[src/sv/tkr_pkg.sv]
package tkr_pkg;

    localparam int KEY_W    = 64;
    localparam int COUNT_W  = 31;
    localparam int RANK_W   = 3;
    localparam int SEC_W    = 8;
    localparam int PERIOD_W = 8;

    localparam logic [SEC_W-1:0]    SEC_MAX      = 8'hFF;
    localparam logic [PERIOD_W-1:0] PERIOD_RESET = 8'd1;

    localparam logic KIND_ENTRY = 1'b0;
    localparam logic KIND_TICK  = 1'b1;

    typedef struct packed {
        logic               kind;
        logic [KEY_W-1:0]   item_key;
        logic [COUNT_W-1:0] item_count;
        logic               tuple_end;
    } item_t;

    typedef struct packed {
        logic [RANK_W-1:0]  rank_position;
        logic [KEY_W-1:0]   ranked_key;
        logic [COUNT_W-1:0] ranked_count;
        logic               last_rank;
    } result_t;

    typedef struct packed {
        logic [KEY_W-1:0]   key;
        logic [COUNT_W-1:0] count;
    } slot_t;

endpackage

[src/sv/tkr_table.sv]
module tkr_table
    import tkr_pkg::*;
#(
    parameter int TOP_COUNT = 5
) (
    input  logic                          aclk,
    input  logic                          aresetn,
    input  item_t                         item,
    input  logic                          fire,
    input  logic [PERIOD_W-1:0]           period,
    output logic                          emit_now,
    output slot_t [TOP_COUNT-1:0]         snap
);

    localparam int SLOTS = TOP_COUNT + 1;
    localparam int IDX_W = $clog2(SLOTS);

    slot_t [SLOTS-1:0] slot_reg;
    slot_t [SLOTS-1:0] slot_next;
    slot_t [SLOTS-1:0] shift_tab;
    slot_t [SLOTS-1:0] eff_tab;
    logic  [SLOTS-1:0] valid_reg;
    logic  [SLOTS-1:0] valid_next;
    logic  [SLOTS-1:0] shift_vld;
    logic  [SLOTS-1:0] eff_vld;
    logic  [SEC_W-1:0] sec_reg;
    logic  [SEC_W-1:0] sec_next;
    logic  [IDX_W-1:0] hit;
    logic  [IDX_W-1:0] pos;
    logic  [IDX_W-1:0] pp;
    logic              take;
    slot_t             new_slot;

    always_comb begin
        new_slot.key   = item.item_key;
        new_slot.count = item.item_count;
        take = (item.kind == KIND_ENTRY) && (item.item_count != '0);

        hit = IDX_W'(SLOTS - 1);
        for (int i = SLOTS - 1; i >= 0; i--) begin
            if (valid_reg[i] && (slot_reg[i].key == item.item_key)) begin
                hit = IDX_W'(i);
            end
        end

        pos = '0;
        for (int j = 0; j < SLOTS; j++) begin
            if (IDX_W'(j) < hit) begin
                if (slot_reg[j].count >= item.item_count) begin
                    pos = pos + IDX_W'(1);
                end
            end else if (IDX_W'(j) > hit) begin
                if (slot_reg[j].count > item.item_count) begin
                    pos = pos + IDX_W'(1);
                end
            end
        end

        for (int p = 0; p < SLOTS; p++) begin
            pp = IDX_W'(p);
            if (pp == pos) begin
                shift_tab[p] = new_slot;
                shift_vld[p] = 1'b1;
            end else if ((p < SLOTS - 1) && (pp >= hit) && (pp < pos)) begin
                shift_tab[p] = slot_reg[p+1];
                shift_vld[p] = valid_reg[p+1];
            end else if ((p > 0) && (pp > pos) && (pp <= hit)) begin
                shift_tab[p] = slot_reg[p-1];
                shift_vld[p] = valid_reg[p-1];
            end else begin
                shift_tab[p] = slot_reg[p];
                shift_vld[p] = valid_reg[p];
            end
        end

        eff_tab = take ? shift_tab : slot_reg;
        eff_vld = take ? shift_vld : valid_reg;

        for (int k = 0; k < TOP_COUNT; k++) begin
            snap[k] = eff_vld[k] ? eff_tab[k] : '0;
        end

        emit_now = (item.kind == KIND_ENTRY) && item.tuple_end && (sec_reg >= period);

        sec_next = sec_reg;
        if (item.kind == KIND_TICK) begin
            if (sec_reg != SEC_MAX) begin
                sec_next = sec_reg + SEC_W'(1);
            end
        end else if (emit_now) begin
            sec_next = '0;
        end

        slot_next  = fire ? eff_tab : slot_reg;
        valid_next = fire ? eff_vld : valid_reg;
    end

    always_ff @(posedge aclk) begin
        if (!aresetn) begin
            slot_reg  <= '0;
            valid_reg <= '0;
            sec_reg   <= SEC_MAX;
        end else begin
            slot_reg  <= slot_next;
            valid_reg <= valid_next;
            if (fire) begin
                sec_reg <= sec_next;
            end
        end
    end

endmodule

[src/sv/tkr_emit.sv]
module tkr_emit
    import tkr_pkg::*;
#(
    parameter int TOP_COUNT = 5
) (
    input  logic                  aclk,
    input  logic                  aresetn,
    input  logic                  load,
    input  slot_t [TOP_COUNT-1:0] snap,
    output logic                  busy,
    output logic                  m_valid,
    input  logic                  m_ready,
    output result_t               m_data
);

    localparam int RK_W = (TOP_COUNT > 1) ? $clog2(TOP_COUNT) : 1;

    slot_t [TOP_COUNT-1:0] snap_reg;
    logic  [RK_W-1:0]      rank_reg;
    logic                  busy_reg;
    logic                  last;
    logic  [31:0]          rank_ext;

    assign last     = (rank_reg == RK_W'(TOP_COUNT - 1));
    assign rank_ext = 32'(rank_reg);
    assign busy     = busy_reg;
    assign m_valid  = busy_reg;

    always_comb begin
        m_data.rank_position = rank_ext[RANK_W-1:0];
        m_data.ranked_key    = snap_reg[0].key;
        m_data.ranked_count  = snap_reg[0].count;
        m_data.last_rank     = last;
    end

    always_ff @(posedge aclk) begin
        if (!aresetn) begin
            busy_reg <= 1'b0;
            rank_reg <= '0;
        end else if (load) begin
            busy_reg <= 1'b1;
            rank_reg <= '0;
        end else if (busy_reg && m_ready) begin
            rank_reg <= rank_reg + RK_W'(1);
            if (last) begin
                busy_reg <= 1'b0;
            end
        end
    end

    always_ff @(posedge aclk) begin
        if (load) begin
            snap_reg <= snap;
        end else if (busy_reg && m_ready) begin
            for (int i = 0; i < TOP_COUNT - 1; i++) begin
                snap_reg[i] <= snap_reg[i+1];
            end
        end
    end

endmodule

[src/sv/top_k_ranker_top.sv]
// An entry request is registered on accept; when it fires, it is applied to the table
// and the ranked snapshot is loaded into the emitter at the same edge, which then offers it.
// One request per cycle, except that an emitting request waits while a previous emission
// drains: TOP_COUNT ranked results at one ranked result per cycle while m_ready is held high.
// Reset: synchronous, active low; empties the table, sets seconds to 255, period to 1.
module top_k_ranker_top
    import tkr_pkg::*;
#(
    parameter int TOP_COUNT = 5
) (
    input  logic                aclk,
    input  logic                aresetn,
    input  logic                s_valid,
    output logic                s_ready,
    input  item_t               s_data,
    output logic                m_valid,
    input  logic                m_ready,
    output result_t             m_data,
    input  logic                cfg_valid,
    output logic                cfg_ready,
    input  logic [PERIOD_W-1:0] cfg_data
);

    item_t                 in_reg;
    logic                  in_vld_reg;
    logic [PERIOD_W-1:0]   period_reg;
    logic                  emit_now;
    logic                  busy;
    logic                  fire;
    slot_t [TOP_COUNT-1:0] snap;

    assign fire      = in_vld_reg && (!busy || !emit_now);
    assign s_ready   = !in_vld_reg || fire;
    assign cfg_ready = 1'b1;

    always_ff @(posedge aclk) begin
        if (!aresetn) begin
            in_vld_reg <= 1'b0;
            period_reg <= PERIOD_RESET;
        end else begin
            if (s_ready) begin
                in_vld_reg <= s_valid;
            end
            if (cfg_valid) begin
                period_reg <= cfg_data;
            end
        end
    end

    always_ff @(posedge aclk) begin
        if (s_valid && s_ready) begin
            in_reg <= s_data;
        end
    end

    tkr_table #(
        .TOP_COUNT (TOP_COUNT)
    ) u_table (
        .aclk     (aclk),
        .aresetn  (aresetn),
        .item     (in_reg),
        .fire     (fire),
        .period   (period_reg),
        .emit_now (emit_now),
        .snap     (snap)
    );

    tkr_emit #(
        .TOP_COUNT (TOP_COUNT)
    ) u_emit (
        .aclk    (aclk),
        .aresetn (aresetn),
        .load    (fire && emit_now),
        .snap    (snap),
        .busy    (busy),
        .m_valid (m_valid),
        .m_ready (m_ready),
        .m_data  (m_data)
    );

endmodule
[config.mk]
export PLATFORM = sky130hd
export DESIGN_NAME = top_k_ranker_top
export DESIGN_NICKNAME = d
export VERILOG_FILES = /design/src/sv/tkr_pkg.sv /design/src/sv/tkr_table.sv /design/src/sv/tkr_emit.sv /design/src/sv/top_k_ranker_top.sv
export SDC_FILE = /design/constraint.sdc
export NUM_CORES = 2
export LEC_CHECK = 0
export BUFFER_PORTS_ARGS = -buffer_cell sky130_fd_sc_hd__buf_2
export CAP_MARGIN = 20
export CORE_MARGIN = 2
export CORE_UTILIZATION = 40
export DETAILED_ROUTE_END_ITERATION = 8
export SYNTH_ARGS = -nofsm -noshare
export SYNTH_HDL_FRONTEND = slang
export SYNTH_HIERARCHICAL = 1
export SYNTH_SLANG_ARGS = --single-unit
[constraint.sdc]
create_clock -name aclk -period 22.1 [get_ports aclk]
set_input_delay 4.42 -clock aclk [delete_from_list [all_inputs] [get_ports aclk]]
set_output_delay 4.42 -clock aclk [all_outputs]
set_load 0.05 [all_outputs]
-- Word level (Yosys, flattened, before mapping)
Index checks and enable logic that the tools add are counted.
W data, S select, Z words.
- add/subtract/negate cells: 7
- magnitude comparators: 45
- eq/ne operators: 13
- multiplexer cells: 75
- bitwise gates (word level): 2
- reduce and logical (&&, ||, !) cells: 37
- operator list (operator ; number):
    $mux W95 ; 20
    $mux W380 ; 2
    $mux W475 ; 1
    $eq A64 B64 Y1 ; 5
    $ge A31 B31 Y1 ; 6
    $gt A31 B31 Y1 ; 6
    $mux W3 ; 25
    $reduce_bool A31 Y1 ; 1
    $mux W8 ; 3
    $mux W1 ; 23
    $logic_and A1 B1 Y1 ; 22
    $add A3 B1 Y3 const B ; 6
    $gt A2 B3 Y1 const A ; 4
    $gt A3 B3 Y1 const A ; 4
    $lt A1 B3 Y1 const A ; 4
    $lt A2 B3 Y1 const A ; 4
    $gt A1 B3 Y1 const A ; 3
    $lt A3 B3 Y1 const A ; 3
    $add A8 B1 Y8 const B ; 1
    $ge A8 B8 Y1 ; 1
    $ne A8 B8 Y1 const B ; 1
    $reduce_bool A2 Y1 ; 4
    $eq A2 B3 Y1 const A ; 2
    $eq A3 B3 Y1 const A ; 2
    17 further kinds ; 26
- register bits after elaboration: 1169
- logic and storage cells: 212

-- Logic depth before layout (Yosys ltp)
- depth after elaboration: 38
- gate-level depth with buffers: 46

-- By module
Netlist, hierarchy kept.
- by module, submodules not included (module ; times used ; cells each ; area an instance (um2) ; sequential area each (um2)):
    tkr_table ; 1 ; 7036 ; 50557.2 ; 11691.2
    tkr_emit ; 1 ; 1020 ; 19957.9 ; 14343.8
    top_k_ranker_top ; 1 ; 132 ; 3280.6 ; 3093.0

-- Worst setup path after synthesis
Ideal clock, no wire load.
- path kind: flip-flop to flip-flop
- start point: register u_table.sec_reg[0]
- end point: register u_emit.snap_reg (netlist bit u_emit/m_data[10]), enable pin
- setup time: 763 ps
- arrival time: 14573 ps
- slack: 6764 ps
- cell stages (with the launch flop): 19
- period minus slack after synthesis: 15336 ps
- cells stage by stage: dfxtp_1 > inv_1 > ha_1 > nand2b_1 > a21o_1 > a21o_1 > a21o_1 > a21o_1 > a21o_1 > a21o_1 > a21oi_1 > nor3b_1 > nand2_1 > nor2_1 > buf_6 > buf_6 > buf_6 > inv_1 > nand2_1
- longest elaborated chain between the ends: 7
- RTL lines (element ; line ; source):
    start: declaration ; tkr_table.sv:26 ; logic [SEC_W-1:0] sec_reg;
    start signal: assignment ; tkr_table.sv:107 ; sec_reg <= sec_next;
    $ge A8 B8 Y1 * ; tkr_table.sv:83 ; emit_now = (item.kind == KIND_ENTRY) && item.tuple_end && (sec_reg >= period);
    $logic_and A1 B1 Y1 * ; tkr_table.sv:83 ;
    named net emit_now ; top_k_ranker_top.sv:27 ; logic emit_now;
    $logic_not A1 Y1 ; top_k_ranker_top.sv:32 ; assign fire = in_vld_reg && (!busy || !emit_now);
    $logic_or A1 B1 Y1 ; top_k_ranker_top.sv:32 ;
    $logic_and A1 B1 Y1 ; top_k_ranker_top.sv:32 ;
    $logic_and A1 B1 Y1 * ; top_k_ranker_top.sv:73 ; .load (fire && emit_now),
    $reduce_bool A2 Y1 (no source line) * ; - ;
    end signal: assignment ; tkr_emit.sv:53 ; snap_reg <= snap;
    end signal: indexed assignment ; tkr_emit.sv:56 ; snap_reg[i] <= snap_reg[i+1];
    end: declaration ; tkr_emit.sv:18 ; slot_t [TOP_COUNT-1:0] snap_reg;
The timed path passes the listed nets; every way through them passes the cells marked *.
A chain may end at the register's enable or synchronous reset.

==> metrics.md <==
| Metric | Value |
|---|---|
| Run status | `complete, but fails checks` |
| Failing checks | `max-slew violations` |
| Data arrival time of the worst path | `13.10 ns` |
| Antenna viol nets, final | `0` |
| Unrepaired setup endpoints after global routing | `no` |
| Post-Synthesis Cells | `8188` |
| Total grt overflow | `0` |
| Port buffer count | `210` |
| Core area | `0.183 sq mm` |
| Initial DRT Pass Iterations | `8` |
| Yosys Warn Count | `6` |
| Wirelength per Cell | `33.1 um` |
| Maximum capacitance violations | `0` |
| Post-synthesis share of cell area spent on xor and xnor gates | `3.15%` |
| Main area contributors after synthesis | `edfxtp_1 23%, dfxtp_1 16%, mux2_2 5.6%` |
| Required time of the critical path | `22.69 ns` |
| Remaining design rule violation count | `0` |
| Reg2reg end | `u_emit/snap_reg[290]$_DFFE_PP_` |
| Synthesis-to-finish area growth | `8.33%` |
| Top cell type by total area after synthesis | `edfxtp_1` |
| Post-cts hold buffer count | `0` |
| Maximum clock skew at final layout | `0.0425 ns` |
| Worst hold path class | `flip-flop to flip-flop` |
| Pin count of the biggest net entering global routing | `224` |
| Net count reported at finish | `8118` |
| CTS tree | `done` |
| Via count of the first global-routing pass | `64100` |
| Summed instance area of the synthesized netlist | `0.0738 sq mm` |
| Cell area power density | `76.5 mW/mm^2` |
| Clock latency reported for the late side of the worst-skew pair | `0.85 ns` |
| Seq cells post-synth | `1169` |
| Combinational family with the most area after synthesis | `compound AO/OA/AOI/OAI gates` |
| Top cell by count, worst path | `ha_1` |
| Number of H-tree branching levels | `4` |
| Top_reg_cell synth | `dfxtp_1` |
| Buffers inserted by post-CTS timing repair | `0` |
| Via density | `6.66` |
| Effective utilization at floorplan | `40.3%` |
| Die boundary height | `434 um` |
| Total Routed Length | `344 mm` |
| Fraction of the mapped netlist area in adder cells | `3.44%` |
| Total number of vias | `69300` |
| Yosys cell types | `100` |
| Net count after synthesis | `8501` |
| Worst reg-to-reg setup slack | `9.59 ns` |
| Sinks on Clock Net | `1169` |
| Max reg flops | `570` |
| Layout cell share with drive strength beyond 1 | `14.1%` |
| Synth Area in Compound Gates | `21.2%` |
| Count of flip-flops with a built-in enable after synthesis | `572` |
| Slowest CP cell | `buf_4` |
| Maximum resistive drop on vdd | `0.0864 mV` |
| Sequential fraction of the synthesis area | `39.5%` |
| TritonCTS buffer count | `144` |
| Source of the critical timing path | `in_reg[2]$_DFFE_PP_` |
| Core Rows | `157` |
| Post-synthesis area per instance | `9.01 sq um` |
| Post-detail-place hpwl | `221 mm` |
| Fraction of synthesis flops using an asynchronous set or reset pin | `0%` |
| Reg-to-reg critical path startpoint | `in_reg[2]$_DFFE_PP_` |
| Share of synthesized cell area in and, or, nand and nor gates | `16.2%` |
| Critical Path End Type | `flip-flop` |
| Setup TNS | `0 ns` |
| Longest individual stage delay on the worst path | `0.95 ns` |
| GRT Overall Usage | `35.5%` |
| Die width | `434 um` |
| Number of placed I/O pins | `212` |
| Final critical-path share of the clock period | `56.6%` |
| Violation count after the first detailed-routing iteration | `11000` |
| Share of synthesized area spent on multiplexers | `10.0%` |
| Routability cong. | `1.07` |
| Top-area cell type share of the netlist area | `23.3%` |
| Termination of the worst setup path | `u_emit/snap_reg[290]$_DFFE_PP_` |
| Critical path launch point type | `flip-flop` |
| Max FO, Critical Path | `50` |
| Max Root-Sink Buffers | `3` |
| Global-route wire length before repair | `485 mm` |
| Depth of the most critical reg-to-reg path | `45` |
| Clk root buf | `clkbuf_16` |
| Endpoints failing hold | `0` |
| Overall power consumption | `6120 uW` |
| Slew Limit Headroom | `-6.48%` |
| Standby leakage power | `0.0277 uW` |
| Setup-violating endpoint count in the final report | `0` |
| Worst setup path category | `flip-flop to flip-flop` |
| Clock-pin slew reported for the worst setup and hold paths after clock tree synthesis | `0.06 ns` |
| Maximum clock frequency | `0.0799 GHz` |
| Initial antenna violation count | `27` |
| Final critical delay including setup and external delays | `12.51 ns` |
| Die Outline Area | `0.188 sq mm` |
| Count of final max-slew check failures | `102` |
| Total of cells resized after clock tree synthesis | `0` |
| Slew at the pin with the worst max-slew slack | `1.60 ns` |
-- where the power goes --
| part | leakage [uW] | switching, uW | internal (uW) | total, uW |
|---|---|---|---|---|
| Combinational | 0.0154 | 873 | 369 | 1240 |
| Sequential | 0.0101 | 137 | 2370 | 2510 |
| Clock | 0.00221 | 1050 | 1320 | 2360 |
| Total | 0.0277 | 2060 | 4060 | 6120 |
-- layout make-up --
type / instances / area [sq um]
multi-input combinational: 6022 / 40300
inverter: 97 / 369
antenna: 12 / 30.0
clock inverter: 58 / 544
fill: 17600 / 103000
tap: 2464 / 3080
sequential: 1169 / 29100
timing repair buffer: 371 / 2420
clock buffer: 210 / 4030
-- critical path, delay by kind of cell, from the launching register on --
family | cells | cell delay, ns
buffers and inverters | 7 | 3.30
adders and majority gates | 6 | 1.65
AOI/OAI and AO/OA | 18 | 3.30
DFF | 1 | 0.52
muxes | 3 | 0.87
xor gates and xnor gates | 2 | 0.40
and+or+nand+nor | 9 | 2.00
-- placed cells by master (no fill, tap or decap), types with 131 or more instances in the layout --
cell type  Yosys  final
mux2_2       365    365
a211oi_1     214    214
a21oi_1      664    660
or3_1        162    162
clkbuf_16      0    145
nor2_1       746    739
buf_4        126    146
ha_1         203    203
dfxtp_1      597    597
o21ai_0      710    710
mux2i_1      288    287
nor3_1       190    188
xor2_1       157    156
nand2_1      520    511
buf_2        142    210
nand3_1      133    131
nand2b_1     183    183
edfxtp_1     572    572
-- cells by family after synthesis --
| family | Yosys count |
|---|---|
| other cells | 1 |
| xor+xnor | 263 |
| flops | 1169 |
| simple gates | 2464 |
| fa+ha+maj | 203 |
| buf+inv | 997 |
| compound gates | 2402 |
| mux | 689 |
-- layer usage --
| metal | GRT usage, % | vias to the layer above | routed length, um |
|---|---|---|---|
| met4 | 16.9 | 22 | 17600 |
| met2 | 50.8 | 4853 | 142000 |
| met3 | 8.60 | 906 | 40100 |
| met1 | 49.8 | 34100 | 144000 |
| met5 | 0 | - | 149 |
| li1 | - | 29400 | - |
-- synth_stat cells, types with 121 or more instances --
cell type	number
nand3_1	133
ha_1	203
buf_2	142
o31a_1	126
nand2_1	520
edfxtp_1	572
nand2b_1	183
a21oi_1	664
dfxtp_1	597
xor2_1	157
nor3_1	190
mux2_2	365
mux2i_1	288
nand4_1	121
clkbuf_1	539
nor2_1	746
o21ai_0	710
buf_4	126
a211oi_1	214
or3_1	162
-- stage by stage --
| stage | cell area, sq um | instances | hold slack, ns | utilization, % | worst slack [ns] |
|---|---|---|---|---|---|
| final | 79900 | 10400 | 0.497 | 43.6 | 9.59 |
| after global routing | 79900 | 10400 | 0.515 | 43.6 | 9.19 |
| after CTS | 79800 | 10400 | 0.499 | 43.6 | 9.91 |
| after detailed placement | 75300 | 10100 | 0.491 | 41.1 | 9.92 |
| after global placement | 75200 | 10100 | 0.486 | 41.0 | 9.85 |
| after floorplan | 73800 | 8188 | 0.447 | - | 6.76 |
-- how the worst min path moves through the flow --
stage	from	end	slack, ns	cells after the start
finish	u_table/slot_reg[526]$_SDFFE_PN0P_	u_table/slot_reg[526]$_SDFFE_PN0P_	0.50	2
global route	u_table/slot_reg[564]$_SDFFE_PN0P_	u_table/slot_reg[564]$_SDFFE_PN0P_	0.52	2
CTS	u_table/slot_reg[520]$_SDFFE_PN0P_	u_table/slot_reg[520]$_SDFFE_PN0P_	0.50	2
detailed placement	u_table/slot_reg[515]$_SDFFE_PN0P_	u_table/slot_reg[515]$_SDFFE_PN0P_	0.49	2
global placement	u_table/slot_reg[526]$_SDFFE_PN0P_	u_table/slot_reg[526]$_SDFFE_PN0P_	0.49	2
floorplan	period_reg[0]$_SDFFE_PN1P_	period_reg[0]$_SDFFE_PN1P_	0.45	2
(Power assumes the default switching activity.)
